File: config.mk
export PLATFORM = sky130hd
export DESIGN_NAME = cmst_front
export DESIGN_NICKNAME = d
export VERILOG_FILES = /design/src/rtl/core/cmst_pkg.sv /design/src/rtl/core/cmst_front.sv
export SDC_FILE = /design/constraint.sdc
export NUM_CORES = 1
export LEC_CHECK = 0
export BUFFER_PORTS_ARGS = -buffer_cell sky130_fd_sc_hd__buf_2
export CAP_MARGIN = 10
export CORE_ASPECT_RATIO = 1.4
export CORE_MARGIN = 1
export CORE_UTILIZATION = 55
export DETAILED_ROUTE_END_ITERATION = 6
export HOLD_SLACK_MARGIN = 0.12
export PLACE_DENSITY = 0.84
export SYNTH_ARGS = -nofsm -noshare
export SYNTH_HDL_FRONTEND = slang
export SYNTH_SLANG_ARGS = --single-unit
export TNS_END_PERCENT = 100
File: constraint.sdc
create_clock -name clk -period 2.8 [get_ports clk]
set_input_delay 0.14 -clock clk [delete_from_list [all_inputs] [get_ports clk]]
set_output_delay 0.14 -clock clk [all_outputs]
set_load 0.005 [all_outputs]
File: src/rtl/core/cmst_pkg.sv
//==============================================================================
// cmst_pkg
// Shared types and constants for the column statistics core.
//==============================================================================
`default_nettype none
package cmst_pkg;

  localparam int SUM_W   = 40;
  localparam int SQ_W    = 62;
  localparam int CNT_W   = 17;
  localparam int COL_W   = 4;
  localparam int NCOL_W  = 5;
  localparam int K_W     = 16;
  localparam int MEAN_W  = 24;
  localparam int SD_W    = 23;
  localparam int PROD_W  = 80;  // N*sumsq and sum^2 both fit
  localparam int ROOT_W  = 41;

  localparam logic [0:0] REG_NUM_COLUMNS = 1'd0;
  localparam logic [0:0] REG_K_FACTOR    = 1'd1;

  // item passed from the front end to the back end
  typedef struct packed {
    logic              acc;     // sample goes into a column
    logic [COL_W-1:0]  col;
    logic signed [23:0] smp;
    logic              last;
  } cmst_cmd_t;

endpackage
`default_nettype wire

File: src/rtl/core/cmst_front.sv
//==============================================================================
// cmst_front
// Accepts input transactions, classifies them and queues them as commands.
//==============================================================================
`default_nettype none
module cmst_front
  import cmst_pkg::*;
#(
  parameter int SAMPLE_WIDTH = 24
) (
  input  wire logic             clk,
  input  wire logic             rst,
  input  wire logic             in_valid,
  output logic                  in_ready,
  input  wire logic [23:0]      in_sample,
  input  wire logic [COL_W-1:0] in_col,
  input  wire logic             in_last,
  input  wire logic [NCOL_W:0]  ncol,     // effective column count
  output logic                  q_valid,
  input  wire logic             q_ready,
  output cmst_cmd_t             q_cmd
);

  localparam int DEPTH = 4;

  cmst_cmd_t   mem [DEPTH];
  logic [1:0]  wr_ptr, rd_ptr;
  logic [2:0]  fill;
  logic        push, pop;
  cmst_cmd_t   cmd;
  logic signed [23:0] sx;

  always_comb begin
    sx = 24'(signed'(in_sample[SAMPLE_WIDTH-1:0]));
    cmd.acc  = ({2'b00, in_col} < ncol);
    cmd.col  = in_col;
    cmd.smp  = sx;
    cmd.last = in_last;
  end

  assign in_ready = (fill != 3'(DEPTH));
  assign push     = in_valid && in_ready;
  assign q_valid  = (fill != 3'd0);
  assign pop      = q_valid && q_ready;
  assign q_cmd    = mem[rd_ptr];

  always_ff @(posedge clk) begin
    if (push) begin
      mem[wr_ptr] <= cmd;
    end
  end

  always_ff @(posedge clk) begin
    if (rst) begin
      wr_ptr <= '0;
      rd_ptr <= '0;
      fill   <= '0;
    end else begin
      if (push) wr_ptr <= wr_ptr + 2'd1;
      if (pop)  rd_ptr <= rd_ptr + 2'd1;
      fill <= fill + 3'(push) - 3'(pop);
    end
  end

  assert property (@(posedge clk) disable iff (rst) fill <= 3'(DEPTH))
    else $error("queue overfilled");
  assert property (@(posedge clk) disable iff (rst) (fill == 3'd0) |-> !pop)
    else $error("pop from empty queue");
  assert property (@(posedge clk) disable iff (rst)
    (push && !pop) |=> (fill == $past(fill) + 3'd1))
    else $error("fill count wrong");

endmodule
`default_nettype wire

==> run summary, run 1 <==
## Yosys
- 120 — EDFF count, synth
- 0 — Yosys warning total
- 28 — count of different cell masters after synthesis
- 77.28% — Seq/Total Area, Yosys
- sky130_fd_sc_hd__edfxtp_1 — most common cell in the synthesized netlist
- 4896 sq um — Synth Cell Area
- sky130_fd_sc_hd__edfxtp_1 (120), sky130_fd_sc_hd__mux4_2 (30), sky130_fd_sc_hd__dfxtp_1 (9), sky130_fd_sc_hd__ha_1 (9) — Commonest cells post-synth
- 22.56 sq um — syn avg cell area
- sky130_fd_sc_hd__edfxtp_1 (74%), sky130_fd_sc_hd__mux4_2 (14%), sky130_fd_sc_hd__dfxtp_1 (3.7%) — cells taking the most area after synthesis
- 0% — asr flop ratio synth
- 217 — synthesized netlist cell count
- 73.60% — area share of the largest cell type after synthesis
- 129 — number of synthesized register bits
- sky130_fd_sc_hd__edfxtp_1 — cell accounting for the most synthesized area
- 266 — Mapped Nets
- sky130_fd_sc_hd__edfxtp_1 — dominant synthesized flop cell

## Placement
- 4772 um — HPWL Detailed
- 70 — IO Port Bufs
- 0.6833 — global placement routability congestion

## Detailed routing
- 19.61 um — wire length per cell after detailed routing
- 0 — final routed DRC violation total
- 2466 — via count
- 4 — number of detailed-routing iterations run before antenna repair
- 116 — number of violations reported at the end of detailed-routing iteration 0
- 0 — Routed Antenna Nets
- 8786 um — post-detailed-routing wire length
- 5.504 — detail-routed via count per cell

## Worst setup path
- 2.32 ns — Critical Path AT
- 3.10 ns — worst path required time
- 7 — biggest fanout along the worst timing path
- sky130_fd_sc_hd__ha_1 — critical path's most frequent cell
- fill[1] — RR Startpoint
- 0.42 ns — delay of the slowest cell on the worst path
- flip-flop — kind of end point of the critical path
- reg -> reg — critical path start-end classification
- adder cells — family of cells with the greatest summed delay on the critical path
- 0.78 ns — worst setup slack for register-to-register paths
- 9 — Register-to-Register Path Depth
- 2 — buffers and inverters on the worst path
- sky130_fd_sc_hd__dfxtp_1 — slowest cell on the critical path
- nor2_2 > a21boi_4 > inv_2 > ha_1 > inv_1 > ha_1 > fa_1 > xnor2_1 > nor2_1 — Cell Chain, Critical Path
- flip-flop — type of origin of the critical path
- fill[2] — endpoint of the worst register-to-register path

## Timing
- 0 ns — setup TNS
- 0.007853 ns — worst clock skew on the final layout
- 0.1351 ns — Worst Hold Margin
- 45.36% — Worst slew margin
- 72.15% — fraction of the cycle the final worst path needs
- 0 — setup violation total in the final timing report
- 0.8197 ns — Tightest Pin Transition
- 0.4950 GHz — upper clock frequency limit
- 0 — number of pins exceeding their max-slew limit in the final report
- 0 — Hold Violations, Final
- 2.020 ns — time the worst path needs with I/O delays and setup
- no — RSZ-0062 raised after global routing

## GRT
- 0 — initial antenna violation count
- 13540 um — global-route wire length before repair
- 2592 — via count of the first global-routing pass
- 21.98% — overall global routing resource usage
- 0 — total grt overflow
- 31 — largest net degree at the start of global routing

## Min path
- 3 — Worst Hold Depth
- ncol[4] — Hold Path Origin
- mem[3][29] — Hold EP
- in -> reg — HP Class

## Pwr
- 0.7105 mV — worst vdd rail ir drop
- 2.221 nW — Static Leakage
- 917.9 nW/um^2 — power density of the placed cells

## Floorplanning
- 56.88% — Initial Util
- 71 — count of pins on the block boundary
- 81.74 um — Die X-Extent
- 9289 sq um — full die area
- 40 — number of rows created at floorplan
- 8608 sq um — Std-Cell Core Area
- 113.6 um — chip height

## Run
- 0 — Maximum Capacitance Violations

## CTS
- 129 — clock sink count
- 4 — CTS H-tree lvls
- built — CTS tree
- 2 — Bufs on Longest Clock Path
- 17 — number of clock buffers inserted by TritonCTS
- sky130_fd_sc_hd__clkbuf_16 — CTS Root Cell
- 0.05 ns — clock slew at reported path FFs
- 0.41 ns — Clock Latency Late Sink
- 0 — Post-CTS Setup Bufs

## Status
- completed — result of the run

## Cells and area
- 27.60% — synthesis-to-layout area growth
- 379 — Final #Nets
- 39.94% — fraction of final layout cells with drive strength greater than 1
- 0 — diodes inserted

cell usage in the layout, fill, tap and decap left out, types with 4 or more instances in the layout:
cell type / netlist / final
sky130_fd_sc_hd__clkbuf_1: 1 / 6
sky130_fd_sc_hd__clkbuf_16: 0 / 17
sky130_fd_sc_hd__mux4_2: 30 / 30
sky130_fd_sc_hd__dlygate4sd3_1: 0 / 30
sky130_fd_sc_hd__buf_2: 3 / 70
sky130_fd_sc_hd__inv_1: 8 / 8
sky130_fd_sc_hd__dfxtp_1: 9 / 7
sky130_fd_sc_hd__edfxtp_1: 120 / 120
sky130_fd_sc_hd__nor2_1: 8 / 8
sky130_fd_sc_hd__and2_2: 0 / 4
sky130_fd_sc_hd__ha_1: 9 / 9
power by group:
part | internal, mW | switching [mW]
clock network | 1.46 | 0.706
logic | 0.600 | 0.500
registers | 2.35 | 0.113
total | 4.41 | 1.32
logic make-up after synthesis:
group,share of synthesized area (%)
flops,77.28
mux,14.31
simple gates,2.121
buf+inv,1.763
fa+ha+maj,2.709
compound gates,1.099
xor+xnor,0.7157
worst max path at each step:
stage,start,end,depth (start not counted)
final,fill[1],fill[2],9
after global routing,fill[1],fill[2],9
after CTS,flip-flop,q_cmd[16],2
after detailed placement,fill[1],fill[2],9
after global placement,fill[1],fill[2],9
after floorplan,fill[1],fill[2],9
final cells by class:
cell class | instances | area [sq um]
sequential | 129 | 3786
fill | 525 | 2361
multi-input combinational | 72 | 1031
timing repair buffer | 101 | 670.6
clock buffer | 26 | 489.2
tap | 105 | 131.4
clock inverter | 6 | 105.1
inverter | 9 | 33.78
state kept, by name, summed over array words and instances, names as in the netlist, named ones only:
| signal | count |
|---|---|
| fill | 3 |
| mem | 120 |
| rd_ptr | 2 |
| wr_ptr | 2 |
worst register-to-register path: cells and delay by family, from the launching register on:
kind | cells | cell delay [ns]
AOI/OAI and AO/OA | 1 | 0.26
xor gates and xnor gates | 1 | 0.16
adders and majority gates | 3 | 0.82
buffers and inverters | 2 | 0.09
DFF | 1 | 0.42
and+or+nand+nor | 2 | 0.15
metrics by stage:
stage	instances	area [sq um]	util [%]	power (mW)	worst slack, ns
6_report	448	6247	72.57	5.734	0.7798
3_5_place_dp	386	5353	62.18	3.567	0.7845
3_3_place_gp	386	5353	62.18	3.535	0.8657
2_1_floorplan	217	4896	-	3.180	0.9050
4_1_cts	448	6247	72.57	5.795	0.7518
5_1_grt	448	6247	72.57	5.982	0.6381
layer usage:
metal	track usage, %	wire length [um]
met1	25.31	3439
met2	36.31	4796
met3	7.680	373
met4	10.18	177
met5	0	0
timing repair:
action | CTS | global route
endpoints found under the setup margin | 0 | 0
hold buffers | 30 | 0
hold endpoints to repair | 123 | 0
gates resized for setup | 0 | 0
No activity file was read; power rests on OpenSTA's default activity.
==> inputs of run 2 (changes only) <==
--- a/config.mk
+++ b/config.mk
@@ -9,10 +9,10 @@
 export CAP_MARGIN = 10
 export CORE_ASPECT_RATIO = 1.4
 export CORE_MARGIN = 1
-export CORE_UTILIZATION = 55
+export CORE_UTILIZATION = 51
 export DETAILED_ROUTE_END_ITERATION = 6
 export HOLD_SLACK_MARGIN = 0.12
-export PLACE_DENSITY = 0.84
+export PLACE_DENSITY = 0.82
 export SYNTH_ARGS = -nofsm -noshare
 export SYNTH_HDL_FRONTEND = slang
 export SYNTH_SLANG_ARGS = --single-unit
==> constraint.sdc (replaced) <==
create_clock -name clk -period 1.7 [get_ports clk]
set_input_delay 0.085 -clock clk [delete_from_list [all_inputs] [get_ports clk]]
set_output_delay 0.085 -clock clk [all_outputs]
set_load 0.005 [all_outputs]
==> run 2 against run 1 <==
Against the previous run:
- the run now ends with DRC, setup timing left
- flip-flop and latch count is the same
- power up 71%
- wire length is 3.2% higher
- sequential share of layout area fell by 2.7 points
- worst hold slack improved by 0.069 ns
- non-clock buffer count rose by 22
- utilization fell by 1.3 points
- critical path type unchanged
- critical endpoint is now fill[1]
- largest cell class unchanged
- largest power group unchanged
==> run summary, run 2 (synthesized netlist as in run 1, its figures left out) <==
## GRT
- 31 — largest net degree at the start of global routing, unchanged
- 19.59% — overall global routing resource usage, -2.4 points
- 33.99% — met2 GRT Util, -2.3 points
- 0 — initial antenna violation count, unchanged
- 21.75% — met1 Usage GRT, -3.6 points
- met2 — grt peak-use layer
- 0 — total grt overflow, unchanged
- 13650 um — global-route wire length before repair, +0.77%
- 2642 — via count of the first global-routing pass, +1.9%
- 6.311% — M3 GR Usage, -1.4 points

## Placement
- 70 — IO Port Bufs, unchanged
- 5529 sq um — instance area at placement, +3.3%
- 0.7189 — global placement routability congestion, +5.2%
- 5116 um — HPWL Detailed, +7.2%
- -0.1329 ns — Place WS, -0.9173 ns

## Cells and area
- sky130_fd_sc_hd__edfxtp_1 — leading cell type in the layout, fill and taps excluded
- sky130_fd_sc_hd__edfxtp_1 (120), sky130_fd_sc_hd__buf_2 (69), sky130_fd_sc_hd__dlygate4sd3_1 (33) — leading cell types in the layout, fill and taps excluded
- 0 — diodes inserted, unchanged
- 45.05% — fraction of final layout cells with drive strength greater than 1, +5.1 points
- 401 — Final #Nets, +5.8%
- mem — Biggest register
- 6549 sq um — Final Instance Area, +4.8%
- 532 — number of fill cells in the layout, +1.3%
- 120 — number of flip-flops in the largest register, unchanged
- mem (120), fill (3) — top flop regs
- 33.76% — synthesis-to-layout area growth

## Worst setup path
- 1 — buffers and inverters on the worst path, -1
- fill[1] — endpoint of the worst register-to-register path
- o31a_1 > ha_1 > inv_1 > ha_2 > fa_2 > nor2b_4 — Cell Chain, Critical Path
- flip-flop — type of origin of the critical path
- 0.52 ns — delay of the slowest cell on the worst path, +0.10 ns
- 4 — biggest fanout along the worst timing path, -3
- flip-flop — kind of end point of the critical path
- -0.12 ns — worst setup slack for register-to-register paths, -0.90 ns
- 6 — logic depth of the worst setup path including buffers, -3
- sky130_fd_sc_hd__fa_2 — slowest cell on the critical path
- fill[0] — RR Startpoint
- 6 — Register-to-Register Path Depth, -3
- reg -> reg — critical path start-end classification
- adder cells — family of cells with the greatest summed delay on the critical path
- 2.17 ns — Critical Path AT, -0.15 ns
- 2.05 ns — worst path required time, -1.05 ns

## Pwr
- 24.03% — switching share of power, +1.0 points
- 41.2% — Sequential Power Share, -1.8 points
- 23.0% — portion of total power attributed to combinational logic, +3.8 points
- 9.794 mW — Total Power, +71%
- 35.8% — clock share of power, -2.1 points
- 7.440 mW — Pint, +69%
- 2.366 nW — Static Leakage, +6.5%
- 1496 nW/um^2 — power density of the placed cells, +63%
- 0.6794 mV — worst vdd rail ir drop, -4.4%
- 2.354 mW — switching pwr, +78%

## Detailed routing
- 2526 — via count, +2.4%
- 19.25 um — wire length per cell after detailed routing, -1.9%
- 5 — final routed DRC violation total, +5
- 9065 um — post-detailed-routing wire length, +3.2%
- 0 — Routed Antenna Nets, unchanged
- 7 — number of detailed-routing iterations run before antenna repair, +3
- 5.363 — detail-routed via count per cell, -2.6%
- 168 — number of violations reported at the end of detailed-routing iteration 0, +45%

## Timing
- 107.2% — fraction of the cycle the final worst path needs, +35 points
- 0.5487 GHz — upper clock frequency limit, +11%
- 0 — Hold Violations, Final, unchanged
- 1.822 ns — time the worst path needs with I/O delays and setup, -0.1979 ns
- 0 — number of pins exceeding their max-slew limit in the final report, unchanged
- yes — RSZ-0062 raised after global routing
- 32 — setup violation total in the final timing report, +32
- 77.57% — Worst slew margin, +32 points
- 0.01428 ns — worst clock skew on the final layout, +0.006431 ns
- -0.1223 ns — slack of the critical path, -0.9021 ns
- 0.3349 ns — Tightest Pin Transition, -0.4847 ns

## CTS
- 0.05 ns — clock slew at reported path FFs, about the same
- sky130_fd_sc_hd__clkbuf_16 — CTS Root Cell
- 129 — clock sink count, unchanged
- 2 — Bufs on Longest Clock Path, unchanged
- 0.41 ns — Clock Latency Late Sink, about the same
- built — CTS tree
- 17 — number of clock buffers inserted by TritonCTS, unchanged
- 4 — CTS H-tree lvls, unchanged

## Run
- 0 — Maximum Capacitance Violations, unchanged

## Min path
- in -> reg — HP Class
- wr_ptr[1] — Hold EP
- 4 — Worst Hold Depth, +1
- in_valid — Hold Path Origin

## Floorplanning
- 71 — count of pins on the block boundary, unchanged
- 84.81 um — Die X-Extent, +3.7%
- 9183 sq um — Std-Cell Core Area, +6.7%
- 41 — number of rows created at floorplan, +2.5%
- 53.32% — Initial Util, -3.6 points
- 10000 sq um — full die area, +7.7%
- 117.9 um — chip height, +3.8%

## Status
- DRC, setup timing — violated checks
- complete, but fails checks — result of the run

[run 2: layer usage]
layer	routed length, um	vias to the layer above
li1	-	1155
met1	3477	1280
met2	4976	77
met3	382	14
met4	229	0
met5	0	-
[run 2: worst min-delay path: stages]
cell and delay, ns:
sky130_fd_sc_hd__buf_2 0.07, sky130_fd_sc_hd__a21boi_4 0.17, sky130_fd_sc_hd__buf_4 0.16, sky130_fd_sc_hd__mux2i_1 0.07
[run 2: power by group through the flow]
| stage | combinational (mW) | sequential [mW] | clock [mW] |
|---|---|---|---|
| after floorplan | 1.22 | 4.02 | 0 |
| after global placement | 1.93 | 4.02 | 0 |
| after detailed placement | 1.97 | 4.05 | 0 |
| after CTS | 2.21 | 4.03 | 3.54 |
| after global routing | 2.41 | 4.07 | 3.66 |
| final | 2.25 | 4.04 | 3.51 |
[run 2: timing repair]
action,CTS,global route
hold buffers,33,0
pin swaps,3,3
gates cloned,2,1
gates resized for setup,6,3
endpoints found under the hold margin,129,0
setup buffers,2,0
endpoints found under the setup margin,32,32
[run 2: how the worst max path moves through the flow]
stage | startpoint | end | slack (ns)
after global routing | fill[0] | fill[1] | -0.19
final | fill[0] | fill[1] | -0.12
after detailed placement | fill[0] | fill[2] | -0.13
after CTS | fill[1] | fill[1] | -0.13
after global placement | fill[0] | fill[2] | -0.06
after floorplan | fill[1] | fill[2] | -0.07
[run 2: stage by stage]
| stage | util, % | cells | setup TNS (ns) | hold slack, ns |
|---|---|---|---|---|
| final | 71.32 | 471 | -2.351 | 0.2046 |
| after global routing | 71.32 | 471 | -3.847 | 0.2256 |
| after CTS | 70.95 | 470 | -2.585 | 0.1980 |
| after detailed placement | 60.21 | 402 | -0.2353 | 0.3013 |
| after global placement | 60.21 | 402 | -0.1204 | 0.2956 |
| after floorplan | - | 217 | -0.1453 | 0.1839 |
[run 2: cell type report]
type | instances | area (sq um) | area share (%)
timing repair buffer | 123 | 969.7 | 14.81
tap | 107 | 133.9 | 2.044
inverter | 9 | 33.78 | 0.5159
clock inverter | 13 | 145.1 | 2.216
sequential | 129 | 3794 | 57.93
multi-input combinational | 72 | 1044 | 15.93
clock buffer | 18 | 429.2 | 6.553
==> inputs of run 3 (changes only) <==
--- a/config.mk
+++ b/config.mk
@@ -5,14 +5,14 @@
 export SDC_FILE = /design/constraint.sdc
 export NUM_CORES = 1
 export LEC_CHECK = 0
-export BUFFER_PORTS_ARGS = -buffer_cell sky130_fd_sc_hd__buf_2
 export CAP_MARGIN = 10
 export CORE_ASPECT_RATIO = 1.4
 export CORE_MARGIN = 1
-export CORE_UTILIZATION = 51
+export CORE_UTILIZATION = 55
 export DETAILED_ROUTE_END_ITERATION = 6
+export DONT_BUFFER_PORTS = 1
 export HOLD_SLACK_MARGIN = 0.12
-export PLACE_DENSITY = 0.82
+export PLACE_DENSITY = 0.8
 export SYNTH_ARGS = -nofsm -noshare
 export SYNTH_HDL_FRONTEND = slang
 export SYNTH_SLANG_ARGS = --single-unit
==> run 3 against run 2 <==
Against the previous run:
- the run ends with hold timing, setup timing left
- die area is 7.1% lower
- clock skew is 0.0087 ns lower
- sequential share of layout area is 4.2 points higher
- final cell count is 15% lower
- register-to-register slack worse by 0.05 ns
- critical path depth stayed put
- largest cell class unchanged
==> run summary, run 3 (synthesized netlist as in run 1, its figures left out) <==
## Timing
- 7 — Hold Violations, Final, +7
- 75.38% — Worst slew margin, -2.2 points
- yes — RSZ-0062 raised after global routing
- 109.9% — fraction of the cycle the final worst path needs, +2.7 points
- 0 — number of pins exceeding their max-slew limit in the final report, unchanged
- -0.2705 ns — Worst Hold Margin, -0.4751 ns
- 0.5351 GHz — upper clock frequency limit, -2.5%
- 0.3677 ns — Tightest Pin Transition, +0.03278 ns
- 0.005618 ns — worst clock skew on the final layout, -0.008666 ns
- -0.1687 ns — slack of the critical path, -0.04631 ns
- 1.869 ns — time the worst path needs with I/O delays and setup, +0.04631 ns
- 2 — setup violation total in the final timing report, -94%

## Worst setup path
- 2.21 ns — Critical Path AT, +0.04 ns
- 3 — biggest fanout along the worst timing path, -1
- reg -> reg — critical path start-end classification
- 2.04 ns — worst path required time, about the same
- flip-flop — type of origin of the critical path
- 6 — Register-to-Register Path Depth, unchanged
- flip-flop — kind of end point of the critical path

## Detailed routing
- 8473 um — post-detailed-routing wire length, -6.5%
- 2261 — via count, -10%
- 0 — Routed Antenna Nets, unchanged
- 139 — number of violations reported at the end of detailed-routing iteration 0, -17%
- 0 — final routed DRC violation total, -5
- 5.638 — detail-routed via count per cell, +5.1%
- 4 — number of detailed-routing iterations run before antenna repair, -3
- 21.13 um — wire length per cell after detailed routing, +9.8%

## CTS
- 2 — Bufs on Longest Clock Path, unchanged
- built — CTS tree
- 4 — CTS H-tree lvls, unchanged
- 129 — clock sink count, unchanged
- 0.41 ns — Clock Latency Late Sink, about the same
- 17 — number of clock buffers inserted by TritonCTS, unchanged
- 0.05 ns — clock slew at reported path FFs, about the same
- 35 — hold-fix buffer count after cts, +6.1%
- sky130_fd_sc_hd__clkbuf_16 — CTS Root Cell

## GRT
- 0 — total grt overflow, unchanged
- 12920 um — global-route wire length before repair, -5.3%
- 20.72% — overall global routing resource usage, +1.1 points
- 0 — initial antenna violation count, unchanged
- 2503 — via count of the first global-routing pass, -5.3%
- 18 — largest net degree at the start of global routing, -42%

## Min path
- 1 — Worst Hold Depth, -3
- in -> reg — HP Class

## Floorplanning
- 81.74 um — Die X-Extent, -3.6%
- 113.6 um — chip height, -3.6%
- 9289 sq um — full die area, -7.1%
- 8608 sq um — Std-Cell Core Area, -6.3%
- 71 — count of pins on the block boundary, unchanged
- 40 — number of rows created at floorplan, -2.4%
- 56.88% — Initial Util, +3.6 points

## Pwr
- 1491 nW/um^2 — power density of the placed cells, -0.30%
- 19.2% — portion of total power attributed to combinational logic, -3.8 points
- 2.050 nW — Static Leakage, -13%
- 6.922 mW — Pint, -7.0%
- 23.94% — switching share of power, -0.088 points
- 44.1% — Sequential Power Share, +2.9 points
- 1.053 mV — worst vdd rail ir drop, +55%
- 36.7% — clock share of power, +0.9 points
- 2.179 mW — switching pwr, -7.4%

## Cells and area
- 520 — number of fill cells in the layout, -2.3%
- 6103 sq um — Final Instance Area, -6.8%
- 332 — Final #Nets, -17%
- 120 — number of flip-flops in the largest register, unchanged
- 24.66% — synthesis-to-layout area growth
- 31.08% — fraction of final layout cells with drive strength greater than 1, -14 points
- mem (120), fill (3) — top flop regs
- sky130_fd_sc_hd__edfxtp_1 — leading cell type in the layout, fill and taps excluded
- sky130_fd_sc_hd__edfxtp_1 (120), sky130_fd_sc_hd__dlygate4sd3_1 (35), sky130_fd_sc_hd__mux4_2 (30) — leading cell types in the layout, fill and taps excluded
- 0 — diodes inserted, unchanged
- mem — Biggest register

## Placement
- -0.1255 ns — Place WS, +0.007373 ns
- 0 — IO Port Bufs, -100%
- 0.6607 — global placement routability congestion, -8.1%
- 5034 um — HPWL Detailed, -1.6%
- 5167 sq um — instance area at placement, -6.5%

## Run
- 0 — Maximum Capacitance Violations, unchanged

## Status
- complete, but fails checks — result of the run
- hold timing, setup timing — violated checks

==> run 3: cell types whose count changed in the layout (fill, tap and decap cells not counted), sizes merged <==
cell         previous run  this run
clkinvlp                1         2
bufinv                  3         2
buf                    89        19
dlygate4sd3            33        35
==> run 3: repair_timing <==
| action | in CTS | in global routing |
|---|---|---|
| resized for setup | 1 | 5 |
| endpoints found under the hold margin | 129 | 7 |
| endpoints found under the setup margin | 15 | 5 |
| setup buffers | 1 | 1 |
| pin swaps | 0 | 3 |
==> run 3: area by class of cell <==
cell class | count | area, sq um | area share [%]
tap | 105 | 131.4 | 2.153
sequential | 129 | 3795 | 62.18
timing repair buffer | 54 | 546.8 | 8.959
multi-input combinational | 72 | 1044 | 17.10
clock buffer | 19 | 432.9 | 7.093
inverter | 9 | 33.78 | 0.5535
clock inverter | 13 | 120.1 | 1.968
==> run 3: critical path, cell delays in order, from the launching register on <==
cell,delay (ns)
sky130_fd_sc_hd__dfxtp_4,0.35
sky130_fd_sc_hd__o31a_1,0.32
sky130_fd_sc_hd__ha_1,0.28
sky130_fd_sc_hd__inv_1,0.04
sky130_fd_sc_hd__ha_2,0.17
sky130_fd_sc_hd__fa_2,0.53
sky130_fd_sc_hd__nor2b_4,0.13
==> run 3: power by group through the flow <==
stage	logic, mW	clock network, mW	registers (mW)
2_1_floorplan	1.22	0	4.02
3_3_place_gp	1.57	0	4.05
3_5_place_dp	1.61	0	4.08
4_1_cts	1.74	3.40	4.02
5_1_grt	1.90	3.55	4.05
6_report	1.75	3.34	4.02
==> run 3: metrics by stage <==
stage | setup TNS, ns | utilization, % | instances | total power, mW
6_report | -0.2734 | 70.90 | 401 | 9.101
5_1_grt | -0.4560 | 70.90 | 401 | 9.496
4_1_cts | -0.2477 | 70.65 | 400 | 9.159
3_5_place_dp | -0.2372 | 60.03 | 332 | 5.684
3_3_place_gp | -0.1027 | 60.03 | 332 | 5.617
2_1_floorplan | -0.1453 | - | 217 | 5.244
==> run 3: path summary, 6_finish.rpt <==
path,from,end,slack (ns)
setup / recovery,fill[1],fill[1],-0.17
hold / removal,rst,fill[1],-0.27
setup reg to reg,fill[1],fill[1],-0.17
hold reg to reg,rd_ptr[1],flip-flop,0.54
==> run 3: routing by layer <==
| metal | vias to the layer above | GRT usage (%) | routed length [um] |
|---|---|---|---|
| met2 | 74 | 35.21 | 4885 |
| met3 | 16 | 7.360 | 418 |
| met5 | - | 0 | 0 |
| met1 | 1153 | 22.32 | 3022 |
| met4 | 0 | 10.41 | 146 |
| li1 | 1018 | - | - |
